===== src/hw/rtl/tlfq_pkg.sv =====
// ----------------------------------------------------------------------------
// tlfq_pkg
// Shared types, codes and helpers for the three-level feedback queue scheduler.
// ----------------------------------------------------------------------------
`default_nettype none

package tlfq_pkg;

  localparam int TASK_SLOTS_DEF = 16;

  localparam logic [1:0] ST_OK    = 2'd0;
  localparam logic [1:0] ST_FULL  = 2'd1;
  localparam logic [1:0] ST_EMPTY = 2'd2;

  localparam logic [1:0] LV_NONE = 2'd0;
  localparam logic [1:0] LV_1    = 2'd1;
  localparam logic [1:0] LV_2    = 2'd2;
  localparam logic [1:0] LV_3    = 2'd3;

  localparam logic [1:0] GRP_STAY = 2'd0;

  localparam logic [7:0]  PRIO_L1   = 8'd100;
  localparam logic [7:0]  PRIO_L2   = 8'd50;
  localparam logic [7:0]  PRIO_STEP = 8'd10;
  localparam logic [7:0]  PRIO_CAP  = 8'd140;
  localparam logic [7:0]  PRIO_MAX  = 8'd149;
  localparam logic [9:0]  TICK_RST  = 10'd100;
  localparam logic [11:0] THR_RST   = 12'd400;

  typedef enum logic [1:0] {
    FN_INS = 2'd0,
    FN_SEL = 2'd1,
    FN_AGE = 2'd2,
    FN_NOP = 2'd3
  } func_t;

  typedef enum logic [3:0] {
    PH_NONE = 4'd0,
    PH_INS  = 4'd1,
    PH_SEL  = 4'd2,
    PH_CLR  = 4'd3,
    PH_FIX  = 4'd4,
    PH_AGE  = 4'd5,
    PH_LOAD = 4'd6,
    PH_KEY  = 4'd7,
    PH_CNT  = 4'd8,
    PH_NWR  = 4'd9,
    PH_COPY = 4'd10
  } phase_t;

  typedef struct packed {
    logic   start_op;
    logic   scan_clr;
    phase_t phase;
    logic   finish;
  } cmd_t;

  typedef struct packed {
    logic scan_done;
    logic row_last;
    logic ins_hit;
    logic full;
    logic found;
  } sts_t;

  typedef struct packed {
    logic [7:0]  id;
    logic [7:0]  prio;
    logic [15:0] burst;
    logic [15:0] wait_t;
  } slot_t;

  function automatic logic [1:0] level_of(input logic [7:0] p);
    logic [1:0] lv;
    if (p >= PRIO_L1) begin
      lv = LV_1;
    end else if (p >= PRIO_L2) begin
      lv = LV_2;
    end else begin
      lv = LV_3;
    end
    return lv;
  endfunction

endpackage

`default_nettype wire


===== src/hw/rtl/tlfq_ctrl.sv =====
// ----------------------------------------------------------------------------
// tlfq_ctrl
// Sequencer: steps the datapath through insert, select and aging passes.
// ----------------------------------------------------------------------------
`default_nettype none

module tlfq_ctrl (
  input  wire logic          clk,
  input  wire logic          rst_n,
  input  wire logic          start,
  input  wire logic [1:0]    in_func,
  input  wire tlfq_pkg::sts_t sts,
  output tlfq_pkg::cmd_t     cmd,
  output logic               busy
);
  import tlfq_pkg::*;

  typedef enum logic [11:0] {
    S_IDLE = 12'h001,
    S_INS  = 12'h002,
    S_SEL  = 12'h004,
    S_CLR  = 12'h008,
    S_FIX  = 12'h010,
    S_AGE  = 12'h020,
    S_LOAD = 12'h040,
    S_KEY  = 12'h080,
    S_CNT  = 12'h100,
    S_NWR  = 12'h200,
    S_COPY = 12'h400,
    S_DONE = 12'h800
  } state_t;

  state_t state_r, state_nxt;

  always_ff @(posedge clk) begin
    if (!rst_n) begin
      state_r <= S_IDLE;
    end else begin
      state_r <= state_nxt;
    end
  end

  always_comb begin
    state_nxt = state_r;
    cmd       = '{start_op: 1'b0, scan_clr: 1'b0, phase: PH_NONE, finish: 1'b0};
    case (state_r)
      S_IDLE: begin
        if (start) begin
          cmd.start_op = 1'b1;
          cmd.scan_clr = 1'b1;
          case (func_t'(in_func))
            FN_INS:  state_nxt = S_INS;
            FN_SEL:  state_nxt = S_SEL;
            FN_AGE:  state_nxt = S_AGE;
            default: state_nxt = S_DONE;
          endcase
        end
      end
      S_INS: begin
        cmd.phase = PH_INS;
        if (sts.full || sts.ins_hit) state_nxt = S_DONE;
      end
      S_SEL: begin
        cmd.phase = PH_SEL;
        if (sts.scan_done) state_nxt = S_CLR;
      end
      S_CLR: begin
        cmd.phase    = PH_CLR;
        cmd.scan_clr = 1'b1;
        state_nxt    = sts.found ? S_FIX : S_DONE;
      end
      S_FIX: begin
        cmd.phase = PH_FIX;
        if (sts.scan_done) state_nxt = S_DONE;
      end
      S_AGE: begin
        cmd.phase = PH_AGE;
        if (sts.scan_done) state_nxt = S_LOAD;
      end
      S_LOAD: begin
        cmd.phase = PH_LOAD;
        state_nxt = S_KEY;
      end
      S_KEY: begin
        cmd.phase    = PH_KEY;
        cmd.scan_clr = 1'b1;
        state_nxt    = S_CNT;
      end
      S_CNT: begin
        cmd.phase = PH_CNT;
        if (sts.scan_done) state_nxt = S_NWR;
      end
      S_NWR: begin
        cmd.phase = PH_NWR;
        if (sts.row_last) begin
          cmd.scan_clr = 1'b1;
          state_nxt    = S_COPY;
        end else begin
          state_nxt = S_LOAD;
        end
      end
      S_COPY: begin
        cmd.phase = PH_COPY;
        if (sts.scan_done) state_nxt = S_DONE;
      end
      S_DONE: begin
        cmd.finish = 1'b1;
        state_nxt  = S_IDLE;
      end
      default: state_nxt = S_IDLE;
    endcase
  end

  assign busy = (state_r != S_IDLE);

endmodule

`default_nettype wire


===== src/hw/rtl/tlfq_dp.sv =====
// ----------------------------------------------------------------------------
// tlfq_dp
// Datapath: task table memories, scan counters, selection and aging logic.
// ----------------------------------------------------------------------------
`default_nettype none

module tlfq_dp #(
  parameter int TASK_SLOTS = tlfq_pkg::TASK_SLOTS_DEF
) (
  input  wire logic           clk,
  input  wire logic           rst_n,
  input  wire tlfq_pkg::cmd_t cmd,
  output tlfq_pkg::sts_t      sts,
  input  wire logic           cfg_we,
  input  wire logic           cfg_sel,
  input  wire logic [31:0]    cfg_wdata,
  output logic [31:0]         cfg_rdata,
  input  wire logic [7:0]     in_task_id,
  input  wire logic [7:0]     in_task_priority,
  input  wire logic [15:0]    in_task_burst,
  output logic                out_valid,
  output logic [1:0]          out_status,
  output logic                out_sel_valid,
  output logic [7:0]          out_sel_id,
  output logic [7:0]          out_sel_priority,
  output logic [15:0]         out_sel_burst,
  output logic [1:0]          out_sel_level
);
  import tlfq_pkg::*;

  localparam int AW = $clog2(TASK_SLOTS);
  localparam int CW = $clog2(TASK_SLOTS + 1);
  localparam logic [CW-1:0] CNT_END  = CW'(TASK_SLOTS);
  localparam logic [AW-1:0] ROW_LAST = AW'(TASK_SLOTS - 1);

  slot_t      dmem     [TASK_SLOTS];
  logic [AW-1:0] rank_mem [TASK_SLOTS];
  logic [AW-1:0] nrk_mem  [TASK_SLOTS];
  logic [1:0]    grp_mem  [TASK_SLOTS];

  logic [TASK_SLOTS-1:0] valid_r;
  logic [CW-1:0] occ_r, cnt_r;
  logic [AW-1:0] row_r, stg_k_r, acc_r;
  logic          stg_v_r;

  slot_t         dq_r;
  logic [AW-1:0] rq_r, nq_r;
  logic [1:0]    gq_r;

  logic [7:0]  tid_r, tpr_r;
  logic [15:0] tbu_r;
  logic [1:0]  stat_r;
  logic [9:0]  tick_r;
  logic [11:0] thr_r;

  logic          have_r;
  logic [7:0]    b_id_r, b_pr_r;
  logic [15:0]   b_bu_r;
  logic [1:0]    b_lv_r;
  logic [AW-1:0] b_rk_r, b_ix_r;

  logic [1:0]    k_grp_r;
  logic [7:0]    k_id_r;
  logic [AW-1:0] k_rk_r;

  logic          out_valid_r, out_sel_valid_r;
  logic [1:0]    out_status_r, out_sel_level_r;
  logic [7:0]    out_sel_id_r, out_sel_priority_r;
  logic [15:0]   out_sel_burst_r;

  logic [AW-1:0] cidx, raddr;
  logic          cnt_end, scanning, stg_hit, ins_hit, full;
  logic [1:0]    e_lv, n_grp;
  logic          take, ahead, exceed;
  logic [16:0]   w_sum;
  logic [15:0]   w_sat, w_new;
  logic [7:0]    p_new;

  assign cidx     = cnt_r[AW-1:0];
  assign cnt_end  = (cnt_r == CNT_END);
  assign raddr    = (cmd.phase == PH_LOAD) ? row_r : cidx;
  assign scanning = (cmd.phase == PH_SEL) || (cmd.phase == PH_FIX) ||
                    (cmd.phase == PH_AGE) || (cmd.phase == PH_CNT) ||
                    (cmd.phase == PH_COPY);
  assign stg_hit  = stg_v_r && valid_r[stg_k_r];
  assign full     = (occ_r == CNT_END);
  assign ins_hit  = !cnt_end && !valid_r[cidx];

  assign sts.scan_done = cnt_end;
  assign sts.row_last  = (row_r == ROW_LAST);
  assign sts.ins_hit   = ins_hit;
  assign sts.full      = full;
  assign sts.found     = have_r;

  // selection compare
  always_comb begin
    e_lv = level_of(dq_r.prio);
    take = 1'b0;
    if (!have_r || (e_lv < b_lv_r)) begin
      take = 1'b1;
    end else if (e_lv == b_lv_r) begin
      if ((e_lv == LV_1) && (dq_r.burst != b_bu_r)) begin
        take = dq_r.burst < b_bu_r;
      end else if ((e_lv == LV_2) && (dq_r.id != b_id_r)) begin
        take = dq_r.id < b_id_r;
      end else begin
        take = rq_r < b_rk_r;
      end
    end
  end

  // aging update
  always_comb begin
    w_sum  = {1'b0, dq_r.wait_t} + 17'(tick_r);
    w_sat  = w_sum[16] ? 16'hFFFF : w_sum[15:0];
    exceed = w_sat > 16'(thr_r);
    w_new  = exceed ? (w_sat - 16'(thr_r)) : w_sat;
    p_new  = dq_r.prio;
    if (exceed) begin
      if (e_lv == LV_1) begin
        p_new = (dq_r.prio < PRIO_CAP) ? (dq_r.prio + PRIO_STEP) : PRIO_MAX;
      end else begin
        p_new = dq_r.prio + PRIO_STEP;
      end
    end
    n_grp = (exceed && (level_of(p_new) != e_lv)) ? (e_lv - 2'd1) : GRP_STAY;
  end

  // rank recount: does slot j come ahead of the key row
  always_comb begin
    ahead = 1'b0;
    if (stg_hit && (stg_k_r != row_r)) begin
      if (gq_r != k_grp_r) begin
        ahead = gq_r < k_grp_r;
      end else if ((gq_r == 2'd1) && (dq_r.id != k_id_r)) begin
        ahead = dq_r.id < k_id_r;
      end else begin
        ahead = rq_r < k_rk_r;
      end
    end
  end

  // table memories
  always_ff @(posedge clk) begin
    dq_r <= dmem[raddr];
    rq_r <= rank_mem[raddr];
    gq_r <= grp_mem[raddr];
    nq_r <= nrk_mem[raddr];
    if ((cmd.phase == PH_INS) && ins_hit && !full) begin
      dmem[cidx]     <= '{id: tid_r, prio: tpr_r, burst: tbu_r, wait_t: 16'd0};
      rank_mem[cidx] <= occ_r[AW-1:0];
    end
    if ((cmd.phase == PH_AGE) && stg_hit) begin
      dmem[stg_k_r]    <= '{id: dq_r.id, prio: p_new, burst: dq_r.burst, wait_t: w_new};
      grp_mem[stg_k_r] <= n_grp;
    end
    if ((cmd.phase == PH_FIX) && stg_hit && (rq_r > b_rk_r)) begin
      rank_mem[stg_k_r] <= rq_r - AW'(1);
    end
    if ((cmd.phase == PH_COPY) && stg_v_r) begin
      rank_mem[stg_k_r] <= nq_r;
    end
    if (cmd.phase == PH_NWR) begin
      nrk_mem[row_r] <= acc_r;
    end
  end

  // payload registers
  always_ff @(posedge clk) begin
    stg_k_r <= cidx;
    if (cmd.start_op) begin
      tid_r <= in_task_id;
      tpr_r <= in_task_priority;
      tbu_r <= in_task_burst;
      row_r <= '0;
    end
    if ((cmd.phase == PH_SEL) && stg_hit && take) begin
      b_id_r <= dq_r.id;
      b_pr_r <= dq_r.prio;
      b_bu_r <= dq_r.burst;
      b_lv_r <= e_lv;
      b_rk_r <= rq_r;
      b_ix_r <= stg_k_r;
    end
    if (cmd.phase == PH_KEY) begin
      k_grp_r <= gq_r;
      k_id_r  <= dq_r.id;
      k_rk_r  <= rq_r;
      acc_r   <= '0;
    end
    if ((cmd.phase == PH_CNT) && ahead) begin
      acc_r <= acc_r + AW'(1);
    end
    if (cmd.phase == PH_NWR) begin
      row_r <= row_r + AW'(1);
    end
    if (cmd.finish) begin
      out_status_r       <= stat_r;
      out_sel_valid_r    <= have_r;
      out_sel_id_r       <= have_r ? b_id_r : 8'd0;
      out_sel_priority_r <= have_r ? b_pr_r : 8'd0;
      out_sel_burst_r    <= have_r ? b_bu_r : 16'd0;
      out_sel_level_r    <= have_r ? b_lv_r : LV_NONE;
    end
  end

  // control registers
  always_ff @(posedge clk) begin
    if (!rst_n) begin
      valid_r     <= '0;
      occ_r       <= '0;
      cnt_r       <= '0;
      stg_v_r     <= 1'b0;
      stat_r      <= ST_OK;
      have_r      <= 1'b0;
      out_valid_r <= 1'b0;
      tick_r      <= TICK_RST;
      thr_r       <= THR_RST;
    end else begin
      out_valid_r <= cmd.finish;
      stg_v_r     <= scanning && !cnt_end;
      if (cfg_we) begin
        if (cfg_sel) begin
          thr_r <= cfg_wdata[11:0];
        end else begin
          tick_r <= cfg_wdata[9:0];
        end
      end
      if (cmd.start_op) begin
        stat_r <= ST_OK;
        have_r <= 1'b0;
      end
      if (cmd.scan_clr) begin
        cnt_r <= '0;
      end else if ((scanning || ((cmd.phase == PH_INS) && !ins_hit)) && !cnt_end) begin
        cnt_r <= cnt_r + CW'(1);
      end
      if (cmd.phase == PH_INS) begin
        if (full) begin
          stat_r <= ST_FULL;
        end else if (ins_hit) begin
          valid_r[cidx] <= 1'b1;
          occ_r         <= occ_r + CW'(1);
        end
      end
      if ((cmd.phase == PH_SEL) && stg_hit && take) begin
        have_r <= 1'b1;
      end
      if (cmd.phase == PH_CLR) begin
        if (have_r) begin
          valid_r[b_ix_r] <= 1'b0;
          occ_r           <= occ_r - CW'(1);
        end else begin
          stat_r <= ST_EMPTY;
        end
      end
    end
  end

  assign cfg_rdata        = cfg_sel ? {20'd0, thr_r} : {22'd0, tick_r};
  assign out_valid        = out_valid_r;
  assign out_status       = out_status_r;
  assign out_sel_valid    = out_sel_valid_r;
  assign out_sel_id       = out_sel_id_r;
  assign out_sel_priority = out_sel_priority_r;
  assign out_sel_burst    = out_sel_burst_r;
  assign out_sel_level    = out_sel_level_r;

endmodule

`default_nettype wire


===== src/hw/rtl/three_level_feedback_queue_scheduler.sv =====
// ----------------------------------------------------------------------------
// three_level_feedback_queue_scheduler
// Task table with three priority levels, select-and-remove and aging ticks.
// ----------------------------------------------------------------------------
// One transaction at a time; busy is high from acceptance until the result
// strobe, which lasts one cycle and cannot be stalled. The single read port
// of the slot memories sets the pace of every operation: every pass visits
// one slot a cycle, and the rank recount after aging visits every slot once
// per slot.
// Configuration: tick_interval at byte address 0, aging_threshold at 4.
`default_nettype none

module three_level_feedback_queue_scheduler #(
  parameter int TASK_SLOTS = tlfq_pkg::TASK_SLOTS_DEF
) (
  input  wire logic        clk,
  input  wire logic        rst_n,
  input  wire logic        start,
  output logic             busy,
  input  wire logic [1:0]  in_func,
  input  wire logic [7:0]  in_task_id,
  input  wire logic [7:0]  in_task_priority,
  input  wire logic [15:0] in_task_burst,
  output logic             out_valid,
  output logic [1:0]       out_status,
  output logic             out_sel_valid,
  output logic [7:0]       out_sel_id,
  output logic [7:0]       out_sel_priority,
  output logic [15:0]      out_sel_burst,
  output logic [1:0]       out_sel_level,
  input  wire logic        psel,
  input  wire logic        penable,
  input  wire logic        pwrite,
  input  wire logic [2:0]  paddr,
  input  wire logic [31:0] pwdata,
  output logic [31:0]      prdata,
  output logic             pready
);
  import tlfq_pkg::*;

  cmd_t cmd;
  sts_t sts;
  logic cfg_we;

  assign pready = 1'b1;
  assign cfg_we = psel && penable && pwrite && pready;

  tlfq_ctrl u_ctrl (
    .clk     (clk),
    .rst_n   (rst_n),
    .start   (start),
    .in_func (in_func),
    .sts     (sts),
    .cmd     (cmd),
    .busy    (busy)
  );

  tlfq_dp #(
    .TASK_SLOTS (TASK_SLOTS)
  ) u_dp (
    .clk              (clk),
    .rst_n            (rst_n),
    .cmd              (cmd),
    .sts              (sts),
    .cfg_we           (cfg_we),
    .cfg_sel          (paddr[2]),
    .cfg_wdata        (pwdata),
    .cfg_rdata        (prdata),
    .in_task_id       (in_task_id),
    .in_task_priority (in_task_priority),
    .in_task_burst    (in_task_burst),
    .out_valid        (out_valid),
    .out_status       (out_status),
    .out_sel_valid    (out_sel_valid),
    .out_sel_id       (out_sel_id),
    .out_sel_priority (out_sel_priority),
    .out_sel_burst    (out_sel_burst),
    .out_sel_level    (out_sel_level)
  );

endmodule

`default_nettype wire


===== config.mk =====
export PLATFORM = sky130hd
export DESIGN_NAME = three_level_feedback_queue_scheduler
export DESIGN_NICKNAME = d
export VERILOG_FILES = /design/src/hw/rtl/tlfq_pkg.sv /design/src/hw/rtl/tlfq_ctrl.sv /design/src/hw/rtl/tlfq_dp.sv /design/src/hw/rtl/three_level_feedback_queue_scheduler.sv
export SDC_FILE = /design/constraint.sdc
export NUM_CORES = 2
export LEC_CHECK = 0
export ABC_CLOCK_PERIOD_IN_PS = 15200
export BUFFER_PORTS_ARGS = -buffer_cell sky130_fd_sc_hd__buf_2
export CAP_MARGIN = 0
export CORE_UTILIZATION = 50
export DETAILED_ROUTE_END_ITERATION = 8
export PLACE_DENSITY = 0.67
export SLEW_MARGIN = 20
export SYNTH_ARGS = -nofsm -noshare
export SYNTH_HDL_FRONTEND = slang
export SYNTH_SLANG_ARGS = --single-unit

===== constraint.sdc =====
create_clock -name clk -period 15.2 [get_ports clk]
set_input_delay 3.04 -clock clk [delete_from_list [all_inputs] [get_ports clk]]
set_output_delay 3.04 -clock clk [all_outputs]
set_load 0.05 [all_outputs]

### Yosys cells after proc, flatten, opt, wreduce, memory -nomap -nowiden

Memories as Yosys holds them, arrays and structs flattened. A register that Yosys moved wholly into a read port is not among the register bits.
Cells that the tools add are included.
W data, S select, Z words.

| cells by class | value |
|---|---|
| add/subtract/negate cells | 10 |
| magnitude comparators | 19 |
| equality and inequality tests | 44 |
| multiplexer cells | 82 |
| bitwise operators | 6 |
| reduce and logical (&&, ||, !) cells | 47 |

Operator list:

| operator | number |
|---|---|
| $mux W16 | 8 |
| $pmux W12 S10 | 1 |
| $mux W12 | 8 |
| $mux W48 | 1 |
| $reduce_or A48 Y1 | 1 |
| $pmux W4 S10 | 1 |
| $mux W4 | 9 |
| $pmux W12 S3 | 1 |
| $mux W1 | 30 |
| $mux W5 | 5 |
| $mux W8 | 3 |
| $logic_and A1 B1 Y1 | 23 |
| $mux W2 | 9 |
| $add A16 B10 Y17 | 1 |
| $and A16 B16 Y16 | 1 |
| $eq A4 B3 Y1 const B | 4 |
| $eq A4 B4 Y1 const B | 4 |
| $ge A8 B6 Y1 const B | 2 |
| $ge A8 B7 Y1 const B | 2 |
| $gt A16 B12 Y1 | 1 |
| $lt A16 B16 Y1 | 1 |
| $lt A8 B8 Y1 | 2 |
| $ne A16 B16 Y1 | 1 |
| $ne A8 B8 Y1 | 2 |
| other kinds (52) | 87 |

| storage, ports and cells | value |
|---|---|
| register bits | 202 |
| memory bits (writable) | 928 |
| output and inout port bits | 72 |
| memories | 4 |

Memories:

| name | words | width | rd ports | clocked after memory_dff | write ports | RTL line | RTL |
|---|---|---|---|---|---|---|---|
| u_dp.dmem | 16 | 48 | 1 | 1 | 1 | tlfq_dp.sv:36 | `slot_t dmem [TASK_SLOTS];` |
| u_dp.nrk_mem | 16 | 4 | 1 | 1 | 1 | tlfq_dp.sv:38 | `logic [AW-1:0] nrk_mem [TASK_SLOTS];` |
| u_dp.rank_mem | 16 | 4 | 1 | 1 | 1 | tlfq_dp.sv:37 | `logic [AW-1:0] rank_mem [TASK_SLOTS];` |
| u_dp.grp_mem | 16 | 2 | 1 | 1 | 1 | tlfq_dp.sv:39 | `logic [1:0] grp_mem [TASK_SLOTS];` |

### Longest topological paths before layout

| depth | value |
|---|---|
| word-level depth | 12 |
| mapped depth | 20 |

### Modules after synthesis

A second synthesis with hierarchy kept.

| second synthesis, totals | value |
|---|---|
| cell total of the unflattened synthesis | 2969 |
| area, all modules | 48625.4 um^2 |

Modules (own cells, without submodules):

| module | instances | cells each | area each (um^2) |
|---|---|---|---|
| tlfq_dp | 1 | 2854 | 47695.7 |
| tlfq_ctrl | 1 | 112 | 912.1 |
| three_level_feedback_queue_scheduler | 1 | 3 | 17.5 |

### Least setup slack after synthesis

Ideal clock, no wire load.

| timing | value |
|---|---|
| kind | input to output |
| start | input paddr[2] |
| end | output prdata[0] |
| arrival | 3860 ps |
| data required time | 12160 ps |
| path slack | 8300 ps |
| stages on the path | 2 |
| cells stage by stage | buf_1 > mux2_2 |

| between the ends | value |
|---|---|
| word-level cells in the longest chain between the ends | 1 |

Ends and longest elaborated chain:

| item | RTL line | RTL |
|---|---|---|
| start, declared | three_level_feedback_queue_scheduler.sv:34 | `input wire logic [2:0] paddr,` |
| $mux W12 | tlfq_dp.sv:260 | `assign cfg_rdata = cfg_sel ? {20'd0, thr_r} : {22'd0, tick_r};` |
| end, declared | three_level_feedback_queue_scheduler.sv:36 | `output logic [31:0] prdata,` |

No other way between the ends.

### Worst setup path after layout

| timing | value |
|---|---|
| start | input paddr[2] |
| end | output prdata[8] |

Same word-level chain as after synthesis.

==> flow_summary_export.csv <==
group,metric,value,unit
worst_setup_path,cp_slowest_cell,"mux2_2",
floorplan,die_y,316,um
finish,final_nets,4028,
worst_setup_path,cpPeakStageDelay,400,ps
synthesis,synth_edf_count,1061,
routing,drc,0,
finish,multi_input_area,13900,um^2
floorplan,die_w,316,um
cts,cts_resized,0,
worst_setup_path,critPathKind,"in -> out",
job,drv_cap,0,
worst_setup_path,cp_common_cell,"buf_2",
synthesis,yosys.area_share.simple,11.8,%
routing,vias,30800,
worst_setup_path,r2r_end,"u_dp.dmem[2][4]$_DFFE_PP_",
worst_setup_path,r2r_cells,17,
synthesis,synth_ff_type,"edfxtp_1",
cts,cts_made_buffers,115,
worst_setup_path,crit_end,"prdata[8]",
cts,cts_max_path_buffers,3,
routing,drt-wirelength-per-cell,22.5,um
finish,area_growth,11.2,%
finish,ff_latch_area,34400,um^2
routing,drtIter0Drc,3128,
power_and_ir_drop,switchingPower,1470,uW
floorplan,core_region_area,97300,um^2
synthesis,synth_top_family_by_area,"compound AO/OA/AOI/OAI gates",
sta,rsz0062_at_grt,"no",
sta,slew_headroom,15.9,%
cts,htreeDepth,3,
sta,min_period_over_period,45.9,%
synthesis,syn_avg_cell_area,12.9,um^2
routing,drtAntennaViolNets,0,
synthesis,synth-adder-area-share,2.08,%
sta,finalSetupViolCount,0,
synthesis,yosys.area.top_type,"edfxtp_1",
synthesis,synth_cell_types,70,
placement,gp_congestion,0.850,
worst_setup_path,critPathLaunchType,"primary input",
worst_setup_path,rrSetupSlack,8630,ps
worst_setup_path,worst-path-max-fanout,13,
routing,via_per_inst,5.88,
global_route,grt_overflow,0,
global_route,grt_start_max_net_pins,234,
power_and_ir_drop,p_leak,0.0185,uW
cts,ctsHoldBuffers,0,
sta,skew,33.4,ps
cts,cts_sinks,1188,
global_route,grt_pass1_vias,29100,
worst_hold_path,min_path_type,"reg -> reg",
finish,fillCellCount,7728,
placement,place_ws,8200,ps
synthesis,synth_mux_area_share,0.957,%
worst_setup_path,cp_data_required_time,12160,ps
cts,postCtsSetupBuffers,0,
worst_setup_path,cp-end-kind,"primary output",
synthesis,synth_xor_area_share,0.638,%
power_and_ir_drop,peakVddDrop,0.106,mV
worst_setup_path,crit_chain,"buf_2, mux2_2, buf_2",
synthesis,synth_top_area_share,64.4,%
synthesis,seq_area_frac_synth,69.6,%
sta,layout_setup_ws,8230,ps
sta,setup_tns,0,ps
power_and_ir_drop,powerDensity,124,nW/um^2
power_and_ir_drop,combPwrFrac,5.3,%
floorplan,rows,114,
placement,io_buffer_count,103,
sta,period_needed,6970,ps
global_route,grt_pass1_wl,175,mm
cts,cts_tree,"yes",
cts,clkTransAtPathRegs,60,ps
routing,finalWirelength,118,mm
global_route,grt_antenna_before_repair,1,
power_and_ir_drop,power_frac_seq,53.7,%
synthesis,synthArstFlopShare,0,%
routing,first_pass_iters,5,
synthesis,synth.area.top_cells,"edfxtp_1 64%, dfxtp_1 5.1%, nand2_1 5.0%",
cts,clock-root-buffer,"clkbuf_16",
floorplan,initial_core_util,50.8,%
worst_setup_path,critPathArrivalTime,3930,ps
status,status,"complete, no violations",
finish,drive_above_1_share,9.88,%
sta,hold_viol_final,0,
worst_setup_path,rr_startpoint,"u_dp.tick_r[0]$_SDFFE_PN0P_",
synthesis,synth_seq_cells,1188,
power_and_ir_drop,p_int,5350,uW
sta,fmax,143,MHz
synthesis,syn_inst,3828,
global_route,grt_usage,23.4,%
sta,report.final.slew_viol_count,0,
floorplan,pin_count,147,
placement,dp_hpwl,63.6,mm
power_and_ir_drop,clockPowerShare,41.0,%
synthesis,synth_compound_area_share,12.1,%
worst_setup_path,critPathLaunch,"paddr[2]",
power_and_ir_drop,netSwitchingFraction,21.6,%
synthesis,yosysWarnings,0,
sta,worstMarginPinSlew,1260,ps
cts,clock_latency,700,ps
floorplan,fp.dieArea,100000,um^2
synthesis,syn_area,49400,um^2
cells in the mapped netlist, drive strengths merged, types with 9 or more instances:
cell type     n
buf          71
dfxtp       127
xor2         17
nor4         12
nand2       660
a21oi       206
nand2b       18
o211ai       11
nand3        27
o21a         11
nor2        184
mux2i         9
inv          81
xnor2        19
nor2b        18
edfxtp     1061
mux2         13
a21o         11
a311oi      116
mux4         10
nand4        20
clkbuf      184
ha           79
a211oi      300
and2        253
nor3         34
o21ai        56
a31oi       127
sequential cells by signal, indices dropped and copies added, names as in the netlist, 10 cells and up:
name                flops
u_dp.out_sel_burst     16
u_dp.dq_r              48
u_dp.dmem             768
u_ctrl.state_r         12
u_dp.nrk_mem           64
u_dp.valid_r           16
u_dp.thr_r             12
u_dp.grp_mem           32
u_dp.rank_mem          64
u_dp.tbu_r             16
u_dp.b_bu_r            16
u_dp.tick_r            10
cell families after synthesis:
| kind of cell | after synthesis |
|---|---|
| AO/OA/AOI/OAI | 877 |
| XOR/XNOR | 36 |
| AND/OR/NAND/NOR | 1275 |
| adder cells (fa/ha/maj) | 81 |
| buffers and inverters | 337 |
| multiplexers | 32 |
| flip-flops | 1188 |
| other | 2 |
cell type report:
class	count	area share, %
Clock inverter	64	1.10
Sequential cell	1188	62.6
Timing Repair Buffer	163	1.84
Inverter	82	0.560
Clock buffer	147	5.64
Multi-Input combinational cell	2322	25.4
Antenna cell	1	0.00455
Tap cell	1276	2.91
placed cells by master (no fill, tap or decap), types with 11 or more instances in the layout:
cell type  synthesis  final
nand3_1           27     27
nand4_1           20     20
conb_1             2     21
a311oi_1         116    116
nor3_1            33     33
buf_2             33    103
edfxtp_1        1061   1061
a211oi_1         300    299
clkinv_1           1     25
nand2b_1          18     18
bufinv_16          0     11
a31oi_1          127    127
nor2_4             0     16
nor2_1           184    168
xnor2_1           19     19
mux2_2            13     13
o21a_1            11     11
o211ai_1          11     11
nand2_1          660    660
buf_4             21     56
o21ai_0           56     55
inv_1             80     79
dfxtp_1          127    127
and2_1           252    252
nor4_1            12     11
a21oi_1          206    198
nor2b_1           18     18
xor2_1            17     17
a21o_1            11     11
clkbuf_1         184     23
ha_1              79     79
clkbuf_16          0    116
clkinv_2           0     19
layer usage:
layer	routed length [um]	share of wire (%)	up-vias	track usage, %
met5	0	0	-	0
met3	9590	8.1	192	4.58
met4	2910	2.5	0	6.63
li1	-	-	14400	-
met2	55100	47	1104	37.5
met1	50400	43	15100	32.5
critical path, delay by kind of cell:
| family | cells | cell delay, ps |
|---|---|---|
| buf+inv | 2 | 480 |
| mux | 1 | 400 |
metrics by stage:
stage | instance area (um^2) | utilization (%) | std cells | hold WS, ps | power (uW)
floorplan | 49500 | - | 3847 | 329 | 3970
global route | 55000 | 56.5 | 5242 | 447 | 7020
finish | 55000 | 56.5 | 5243 | 432 | 6820
detailed placement | 51200 | 52.7 | 5030 | 415 | 4090
CTS | 54900 | 56.5 | 5241 | 427 | 6860
global placement | 51200 | 52.6 | 5030 | 412 | 4080
power by group through the flow:
stage	clock, uW	combinational [uW]	sequential [uW]
2_1_floorplan	0	251	3720
3_3_place_gp	0	351	3730
3_5_place_dp	0	357	3730
4_1_cts	2840	358	3660
5_1_grt	2950	398	3670
6_report	2800	360	3670
how the worst min path moves through the flow:
stage                                from                   endpoint  slack (ps)  cells past startpoint
2_1_floorplan  u_dp.cnt_r[2]$_SDFFE_PP0P_    u_dp.stg_k_r[2]$_DFF_P_         330                      0
3_3_place_gp        u_dp.dq_r[16]$_DFF_P_   u_dp.b_bu_r[0]$_DFFE_PP_         410                      0
3_5_place_dp         u_dp.gq_r[0]$_DFF_P_  u_dp.k_grp_r[0]$_DFFE_PP_         410                      0
4_1_cts              u_dp.gq_r[0]$_DFF_P_  u_dp.k_grp_r[0]$_DFFE_PP_         430                      0
5_1_grt              u_dp.gq_r[0]$_DFF_P_  u_dp.k_grp_r[0]$_DFFE_PP_         450                      0
6_report             u_dp.gq_r[0]$_DFF_P_  u_dp.k_grp_r[0]$_DFFE_PP_         430                      0
Note: power is estimated with default switching activity, not from simulation.
